`config.mk`:
```
export PLATFORM = sky130hd
export DESIGN_NAME = blpd_front
export DESIGN_NICKNAME = d
export VERILOG_FILES = /design/src/design/blpd_pkg.sv /design/src/design/blpd_front.sv
export SDC_FILE = /design/constraint.sdc
export NUM_CORES = 1
export LEC_CHECK = 0
export ABC_AREA = 1
export BUFFER_PORTS_ARGS = -buffer_cell sky130_fd_sc_hd__buf_2
export CAP_MARGIN = 20
export CORE_MARGIN = 3
export CORE_UTILIZATION = 55
export CTS_CLUSTER_SIZE = 25
export DETAILED_ROUTE_END_ITERATION = 8
export HOLD_SLACK_MARGIN = 0.15
export PLACE_DENSITY = 0.85
export SLEW_MARGIN = 20
export SYNTH_ARGS = -nofsm -noshare
export SYNTH_HDL_FRONTEND = slang
export SYNTH_SLANG_ARGS = --single-unit
```
`constraint.sdc`:
```
create_clock -name clk -period 16.2 [get_ports clk]
set_input_delay 2.43 -clock clk [delete_from_list [all_inputs] [get_ports clk]]
set_output_delay 2.43 -clock clk [all_outputs]
set_load 0.05 [all_outputs]
```
`src/design/blpd_pkg.sv`:
```
// ----------------------------------------------------------------------------
// blpd_pkg
// Shared types and constants of the Bezier lattice point deformation block.
// ----------------------------------------------------------------------------
package blpd_pkg;

	// lattice geometry
	localparam int MAX_ORDER = 4;
	localparam int ORD_W     = 3;
	localparam int IDX_W     = 6;
	localparam int K_W       = 2;

	// fixed point: parameters are Q2.16, weights Q16
	localparam int PAR_W  = 19;
	localparam int BW     = 24;
	localparam int Q_FRAC = 16;
	localparam logic signed [PAR_W-1:0] T_LO  = -19'sd1;
	localparam logic signed [PAR_W-1:0] T_HI  = 19'sd65537;
	localparam logic signed [BW-1:0]    Q_ONE = 24'sd65536;

	// configuration register indexes
	typedef enum logic [1:0] {
		CFG_ORDER_U   = 2'd0,
		CFG_ORDER_V   = 2'd1,
		CFG_ORDER_W   = 2'd2,
		CFG_TRILINEAR = 2'd3
	} cfg_idx_t;

	typedef enum logic {
		CMD_WRITE = 1'b0,
		CMD_EVAL  = 1'b1
	} cmd_t;

	typedef struct packed {
		logic [ORD_W-1:0] order_u;
		logic [ORD_W-1:0] order_v;
		logic [ORD_W-1:0] order_w;
		logic             trilinear;
	} cfg_t;

	// classification of a queued word
	typedef struct packed {
		cmd_t             cmd;
		logic             in_cube;
		logic             last;
		logic [IDX_W-1:0] idx;
	} cls_t;

	// back-end sequencer
	typedef enum logic [4:0] {
		S_IDLE,
		S_LOAD,
		S_BP,
		S_BS,
		S_BWAIT,
		S_BB,
		S_AXNEXT,
		S_TF,
		S_TFWAIT,
		S_VW,
		S_VWWAIT,
		S_WT,
		S_WTWAIT,
		S_MX,
		S_MY,
		S_MZ,
		S_DRAIN,
		S_OUT
	} seq_t;

	// destination of a product, written back in the cycle after its issue
	typedef enum logic [3:0] {
		T_NONE,
		T_PT,
		T_PS,
		T_B,
		T_F,
		T_WVW,
		T_WT,
		T_AX,
		T_AY,
		T_AZ
	} tag_t;

	// degree of an axis: order-1, with order 0 taken as 1 and large orders clamped
	function automatic logic [K_W-1:0] eff_n(input logic [ORD_W-1:0] o);
		logic [K_W-1:0] n;
		case (o)
			3'd0, 3'd1: n = 2'd0;
			3'd2:       n = 2'd1;
			3'd3:       n = 2'd2;
			default:    n = 2'd3;
		endcase
		return n;
	endfunction

	// binomial coefficient C(n,k) for n up to 3
	function automatic logic [1:0] binom(input logic [K_W-1:0] n, input logic [K_W-1:0] k);
		logic [1:0] c;
		c = 2'd1;
		if (k != 2'd0 && k != n) begin
			c = (n == 2'd3) ? 2'd3 : 2'd2;
		end
		return c;
	endfunction

endpackage

```
`src/design/blpd_front.sv`:
```
// ----------------------------------------------------------------------------
// blpd_front
// Accepts stream words, classifies them and holds them in a two-entry queue.
// ----------------------------------------------------------------------------
module blpd_front #(
	parameter int CW = 32,
	localparam int IN_W = ((6 + 6 * CW + 3 * 19) + 7) / 8 * 8
) (
	input  logic                             clk,
	input  logic                             arst_n,
	input  logic                             s_valid,
	output logic                             s_ready,
	input  logic [IN_W-1:0]                  s_data,
	input  logic                             s_cmd,
	input  logic                             s_last,
	output logic                             q_valid,
	input  logic                             q_pop,
	output blpd_pkg::cls_t                   q_cls,
	output logic [3*blpd_pkg::PAR_W-1:0]     q_par,
	output logic [3*CW-1:0]                  q_pt
);
	import blpd_pkg::*;

	localparam int CTRL_LO = IDX_W;
	localparam int PAR_LO  = IDX_W + 3 * CW;
	localparam int ORIG_LO = PAR_LO + 3 * PAR_W;

	logic signed [PAR_W-1:0] pu, pv, pw;
	logic                    in_cube;
	cls_t                    cls_in;
	logic [3*CW-1:0]         pt_in;

	cls_t                    ent_cls_q [2];
	logic [3*PAR_W-1:0]      ent_par_q [2];
	logic [3*CW-1:0]         ent_pt_q  [2];
	logic                    wp_q, rp_q;
	logic [1:0]              cnt_q;
	logic                    push;

	// unit cube test on all three lattice parameters
	assign pu = $signed(s_data[PAR_LO +: PAR_W]);
	assign pv = $signed(s_data[PAR_LO + PAR_W +: PAR_W]);
	assign pw = $signed(s_data[PAR_LO + 2 * PAR_W +: PAR_W]);
	assign in_cube = (pu >= T_LO) && (pu <= T_HI) && (pv >= T_LO) && (pv <= T_HI) &&
		(pw >= T_LO) && (pw <= T_HI);

	// writes carry the control point, evaluates the original point
	always_comb begin
		cls_in.cmd     = cmd_t'(s_cmd);
		cls_in.in_cube = in_cube;
		cls_in.last    = s_last;
		cls_in.idx     = s_data[IDX_W-1:0];
		pt_in = (cls_in.cmd == CMD_WRITE) ? s_data[CTRL_LO +: 3 * CW] : s_data[ORIG_LO +: 3 * CW];
	end

	assign s_ready = (cnt_q != 2'd2);
	assign push    = s_valid && s_ready;
	assign q_valid = (cnt_q != 2'd0);
	assign q_cls   = ent_cls_q[rp_q];
	assign q_par   = ent_par_q[rp_q];
	assign q_pt    = ent_pt_q[rp_q];

	// queue storage
	always_ff @(posedge clk) begin
		if (push) begin
			ent_cls_q[wp_q] <= cls_in;
			ent_par_q[wp_q] <= s_data[PAR_LO +: 3 * PAR_W];
			ent_pt_q[wp_q]  <= pt_in;
		end
	end

	// queue pointers
	always_ff @(posedge clk or negedge arst_n) begin
		if (!arst_n) begin
			wp_q  <= 1'b0;
			rp_q  <= 1'b0;
			cnt_q <= 2'd0;
		end else begin
			if (push) begin
				wp_q <= ~wp_q;
			end
			if (q_pop) begin
				rp_q <= ~rp_q;
			end
			if (push && !q_pop) begin
				cnt_q <= cnt_q + 2'd1;
			end else if (!push && q_pop) begin
				cnt_q <= cnt_q - 2'd1;
			end
		end
	end

endmodule

```
Word level (Yosys, flattened, before mapping)
Memory sizes are Yosys's and may differ from the RTL's.
Index checks and enable logic that the tools add are counted.
Widths: inputs -> output; s select.
Storage, ports and cells
  register bits after elaboration: 4
  bits in writable memories: 324
  bits of input ports: 262
  output and inout bits: 164
  logic and storage cells: 34
  memories kept: 3
Cells by class
  $add $sub $neg: 2
  $lt $le $gt $ge: 6
  equality and inequality tests: 1
  multiplexer cells: 5
  bitwise operators: 2
  reduce and logical (&&, ||, !) cells: 12
Memories
  ent_pt_q: words 2, bits a word 96, read ports 1, clocked after Yosys merged registers in 0, write ports 1, RTL line blpd_front.sv:35  | logic [3*CW-1:0] ent_pt_q [2];
  ent_par_q: words 2, bits a word 57, read ports 1, clocked after Yosys merged registers in 0, write ports 1, RTL line blpd_front.sv:34  | logic [3*PAR_W-1:0] ent_par_q [2];
  ent_cls_q: words 2, bits a word 9, read ports 1, clocked after Yosys merged registers in 0, write ports 1, RTL line blpd_front.sv:33  | cls_t ent_cls_q [2];
Operators with widths (number)
  $mux 96: 1
  $ge 19x1->1 const B: 3
  $le 19x18->1 const B: 3
  $logic_and 1x1->1: 8
  $mux 2: 2
  $reduce_bool 2->1: 2
  $add 2x1->2 const B: 1
  $logic_not 1->1: 2
  $mux 1: 2
  $ne 2x2->1 const B: 1
  $not 1->1: 2
  $sub 2x1->2 const B: 1

Depth between registers and ports, before layout
  depth in word-level cells: 6
  depth in mapped cells: 9
  gate-level depth less buffers: 9

Least setup slack after synthesis
OpenSTA, ideal clock, no wires.
  kind: input -> register
  start: input port s_valid
  end: memory ent_cls_q[1][0] (netlist name), enable pin
  setup time: 0.688 ns
  arrival time: 9.285 ns
  data required time: 15.512 ns
  path slack: 6.227 ns
  stages on the path: 2
  path buffers: 0
  cells stage by stage: nand2_1 > nor2_1
Between the ends
  word-level cells in the longest chain between the ends: 3
Ends and longest elaborated chain
  start: declaration: RTL line blpd_front.sv:11  | input logic s_valid,
  $logic_and 1x1->1: RTL line blpd_front.sv:57  | assign push = s_valid && s_ready;
  $mux 1: RTL line blpd_front.sv:65  | if (push) begin
  $mux 1 (not written as such): RTL line blpd_front.sv:66  | ent_cls_q[wp_q] <= cls_in;
  end: declaration: RTL line blpd_front.sv:33
No other way between the ends.

Worst setup path in the final report
  start: register rp_q
  end: output port q_pt[2]
Between the ends
  word-level cells in the longest chain between the ends: 1
Ends and longest elaborated chain
  start: declaration: RTL line blpd_front.sv:36  | logic wp_q, rp_q;
  start signal: assignment: RTL line blpd_front.sv:83  | rp_q <= ~rp_q;
  $mem_v2 2x96
  end: declaration: RTL line blpd_front.sv:20  | output logic [3*CW-1:0] q_pt
No other way between the ends.

==> run_results.csv <==
group,metric,value,unit
run_status,outcome,"finished clean",
sta,fin_crit,5.502,ns
drt,viasPerCell,5.236,
drt,drt_iter0_markers,427,
cts,cts_resized,0,
worst_setup_path,worst_path_max_delay_cell,"dfrtp_4",
die,core_area,24460,µm²
drt,ant_nets,0,
min_path,min_path_type,"flop to flop",
global_route,antenna_found_initial,2,
drt,routedWlPerCell,19.69,µm
worst_setup_path,cp-end-kind,"output pin",
sta,hold_violations,0,
drt,first_pass_iters,4,
worst_setup_path,cp.arrival,3.07,ns
die,die_h,164.3,µm
worst_setup_path,critical_path.startpoint,"rp_q$_DFFE_PN0P_",
die,pin_count,426,
power,p_leak,6.878,nW
drt,drc,0,
layout,fin_cells,1523,
power,p_per_area,198.1,nW/µm²
logic_synthesis,syn_area,13780,µm²
global_route,track_usage,20.78,%
global_route,grt_max_degree,82,
die,die_area,26980,µm²
worst_setup_path,critPathKind,"flop to output pin",
layout,drive_above_1_share,61.35,%
sta,finClkSkew,0.01139,ns
logic_synthesis,syn-instance-count,736,
worst_setup_path,path_cells,"buf_4, mux2_2, buf_2",
worst_setup_path,start_kind,"flop",
cts,post-cts-setup-buffer-count,0,
logic_synthesis,ys_types,17,
layout,fin_nets,1437,
cts,cts-root-buf,"clkbuf_16",
logic_synthesis,ys_seq_elements,328,
logic_synthesis,syn-num-nets,999,
power,ir_drop,0.0001504,V
sta,tightest_slew,1.096,ns
cts,cts_tree,"done",
layout,syn2layout_area_growth,24.80,%
worst_setup_path,regToRegStartpoint,"cnt_q[0]$_DFFE_PN0P_",
drt,via_count,7974,
place,place_hpwl,21200,µm
cts,clock_latency,0.50,ns
logic_synthesis,synth_seq_area_share,71.35,%
logic_synthesis,synth_warnings,0,
place,dpl.cell_count,1462,
cts,max-clock-path-buffers,3,
global_route,grt_pass1_vias,8237,
sta,rsz0062_at_grt,"false",
drt,drt_wl_total,29990,µm
cts,cts_sinks,328,
global_route,gr-total-overflow,0,
die,rows,57,
layout,final_common_cell,"buf_2",
cts,cts_buffers,34,
die,start_util,56.31,%
sta,post-route-period-util,33.96,%
sta,maxSlewHeadroom,26.95,%
worst_setup_path,max_stage_delay,0.98,ns
sta,tns,0,ns
cts,htree_levels,2,
layout,fill_cells,1594,
place,io_buffers,424,
sta,clock.fmax,181.7,MHz
sta,maxSlewViolCount,0,
sta,setup_viol,0,
worst_setup_path,crit_required,13.77,ns
global_route,grt_pass1_wl,42930,µm
sta,holdWs,0.4984,ns
logic_synthesis,avgSynthCellArea,18.72,µm²
cts,clkTransAtPathRegs,0.06,ns
place,gp_congestion,0.7929,
cts,postCtsHoldBufs,0,
layout,most-common-layout-cells,"423 x buf_2, 324 x edfxtp_1, 177 x mux2_2",
min_path,hold_start,"cnt_q[0]$_DFFE_PN0P_",
die,die-width,164.3,µm
job,drv_cap,0,
worst_setup_path,critPathMaxFanout,54,
-- Yosys cell counts --
cell,number,area share [%]
edfxtp_1,324,71
ha_1,1,0.091
nand3_1,5,0.18
nand2_1,46,1.3
o21ai_0,1,0.036
nor2_1,47,1.3
mux2_4,81,8.8
a21oi_1,1,0.036
buf_2,14,0.51
buf_6,15,1.2
mux2_2,177,14
xor2_1,2,0.13
dfrtp_1,4,0.73
xnor2_1,1,0.064
inv_1,12,0.33
nand4_1,4,0.18
nor3_1,1,0.036
-- cell type report --
class / count / area [µm²] / area share, %
tap: 324 / 405.4 / 2.358
clock buffer: 49 / 970.9 / 5.647
antenna: 1 / 2.502 / 0.01456
clock inverter: 11 / 77.57 / 0.4512
inverter: 12 / 45.04 / 0.2620
timing repair buffer: 431 / 2181 / 12.68
multi-input combinational: 367 / 3677 / 21.39
sequential: 328 / 9833 / 57.19
-- state kept, by name (all words and copies together) (netlist names) --
| name | cells |
|---|---|
| cnt_q | 2 |
| ent_par_q | 114 |
| wp_q | 1 |
| ent_cls_q | 18 |
| ent_pt_q | 192 |
| rp_q | 1 |
-- stage by stage --
stage          total power, W  cell area [µm²]  setup WS (ns)  utilization [%]
3_5_place_dp         0.002704            16140          11.23            65.97
5_1_grt              0.003529            17190          10.58            70.28
2_1_floorplan        0.002442            13780          6.227                -
6_report             0.003406            17190          10.70            70.28
4_1_cts              0.003435            17190          10.70            70.26
3_3_place_gp         0.002676            16140          11.21            65.97
-- cells by family after synthesis --
logic type               count (synthesis)  synth area share (%)
flip-flops                             328                 71.35
multiplexers                           258                 23.30
AND/OR/NAND/NOR                        103                 2.934
buffers and inverters                   41                 2.062
XOR/XNOR                                 3                0.1908
AO/OA/AOI/OAI                            2               0.07259
adder cells (fa/ha/maj)                  1               0.09081
-- worst max-delay path: cells and delay by family (launching register included) --
family	cells	cell delay [ns]
buffers and inverters	2	1.08
DFF	1	0.98
muxes	1	0.41
-- power by group --
group / leakage, nW / switching (W) / internal (W)
registers: 3.05 / 0.0000725 / 0.00117
clock network: 0.512 / 0.000296 / 0.000432
logic: 3.31 / 0.00102 / 0.000420
total: 6.88 / 0.00139 / 0.00202
-- per-layer routing --
layer  global-route usage (%)  wire length, µm  vias to the layer above
met5                        0               10                        -
met4                    6.882              803                        2
met3                    6.028             2472                       64
met2                    38.90            16090                      335
met1                    22.38            10610                     3877
li1                         -                -                     3696
-- worst paths after layout --
kind                       slack, ns                   endpoint  depth (start not counted)
max                            10.70                    q_pt[2]                          3
min                             0.50       cnt_q[0]$_DFFE_PN0P_                          1
max reg2reg                    13.69  ent_pt_q[1][46]$_DFFE_PP_                          5
min reg2reg                     0.50       cnt_q[0]$_DFFE_PN0P_                          1
max in group asynchronous      14.33           rp_q$_DFFE_PN0P_                          1
min in group asynchronous       1.74           rp_q$_DFFE_PN0P_                          1
(Power assumes the default switching activity.)
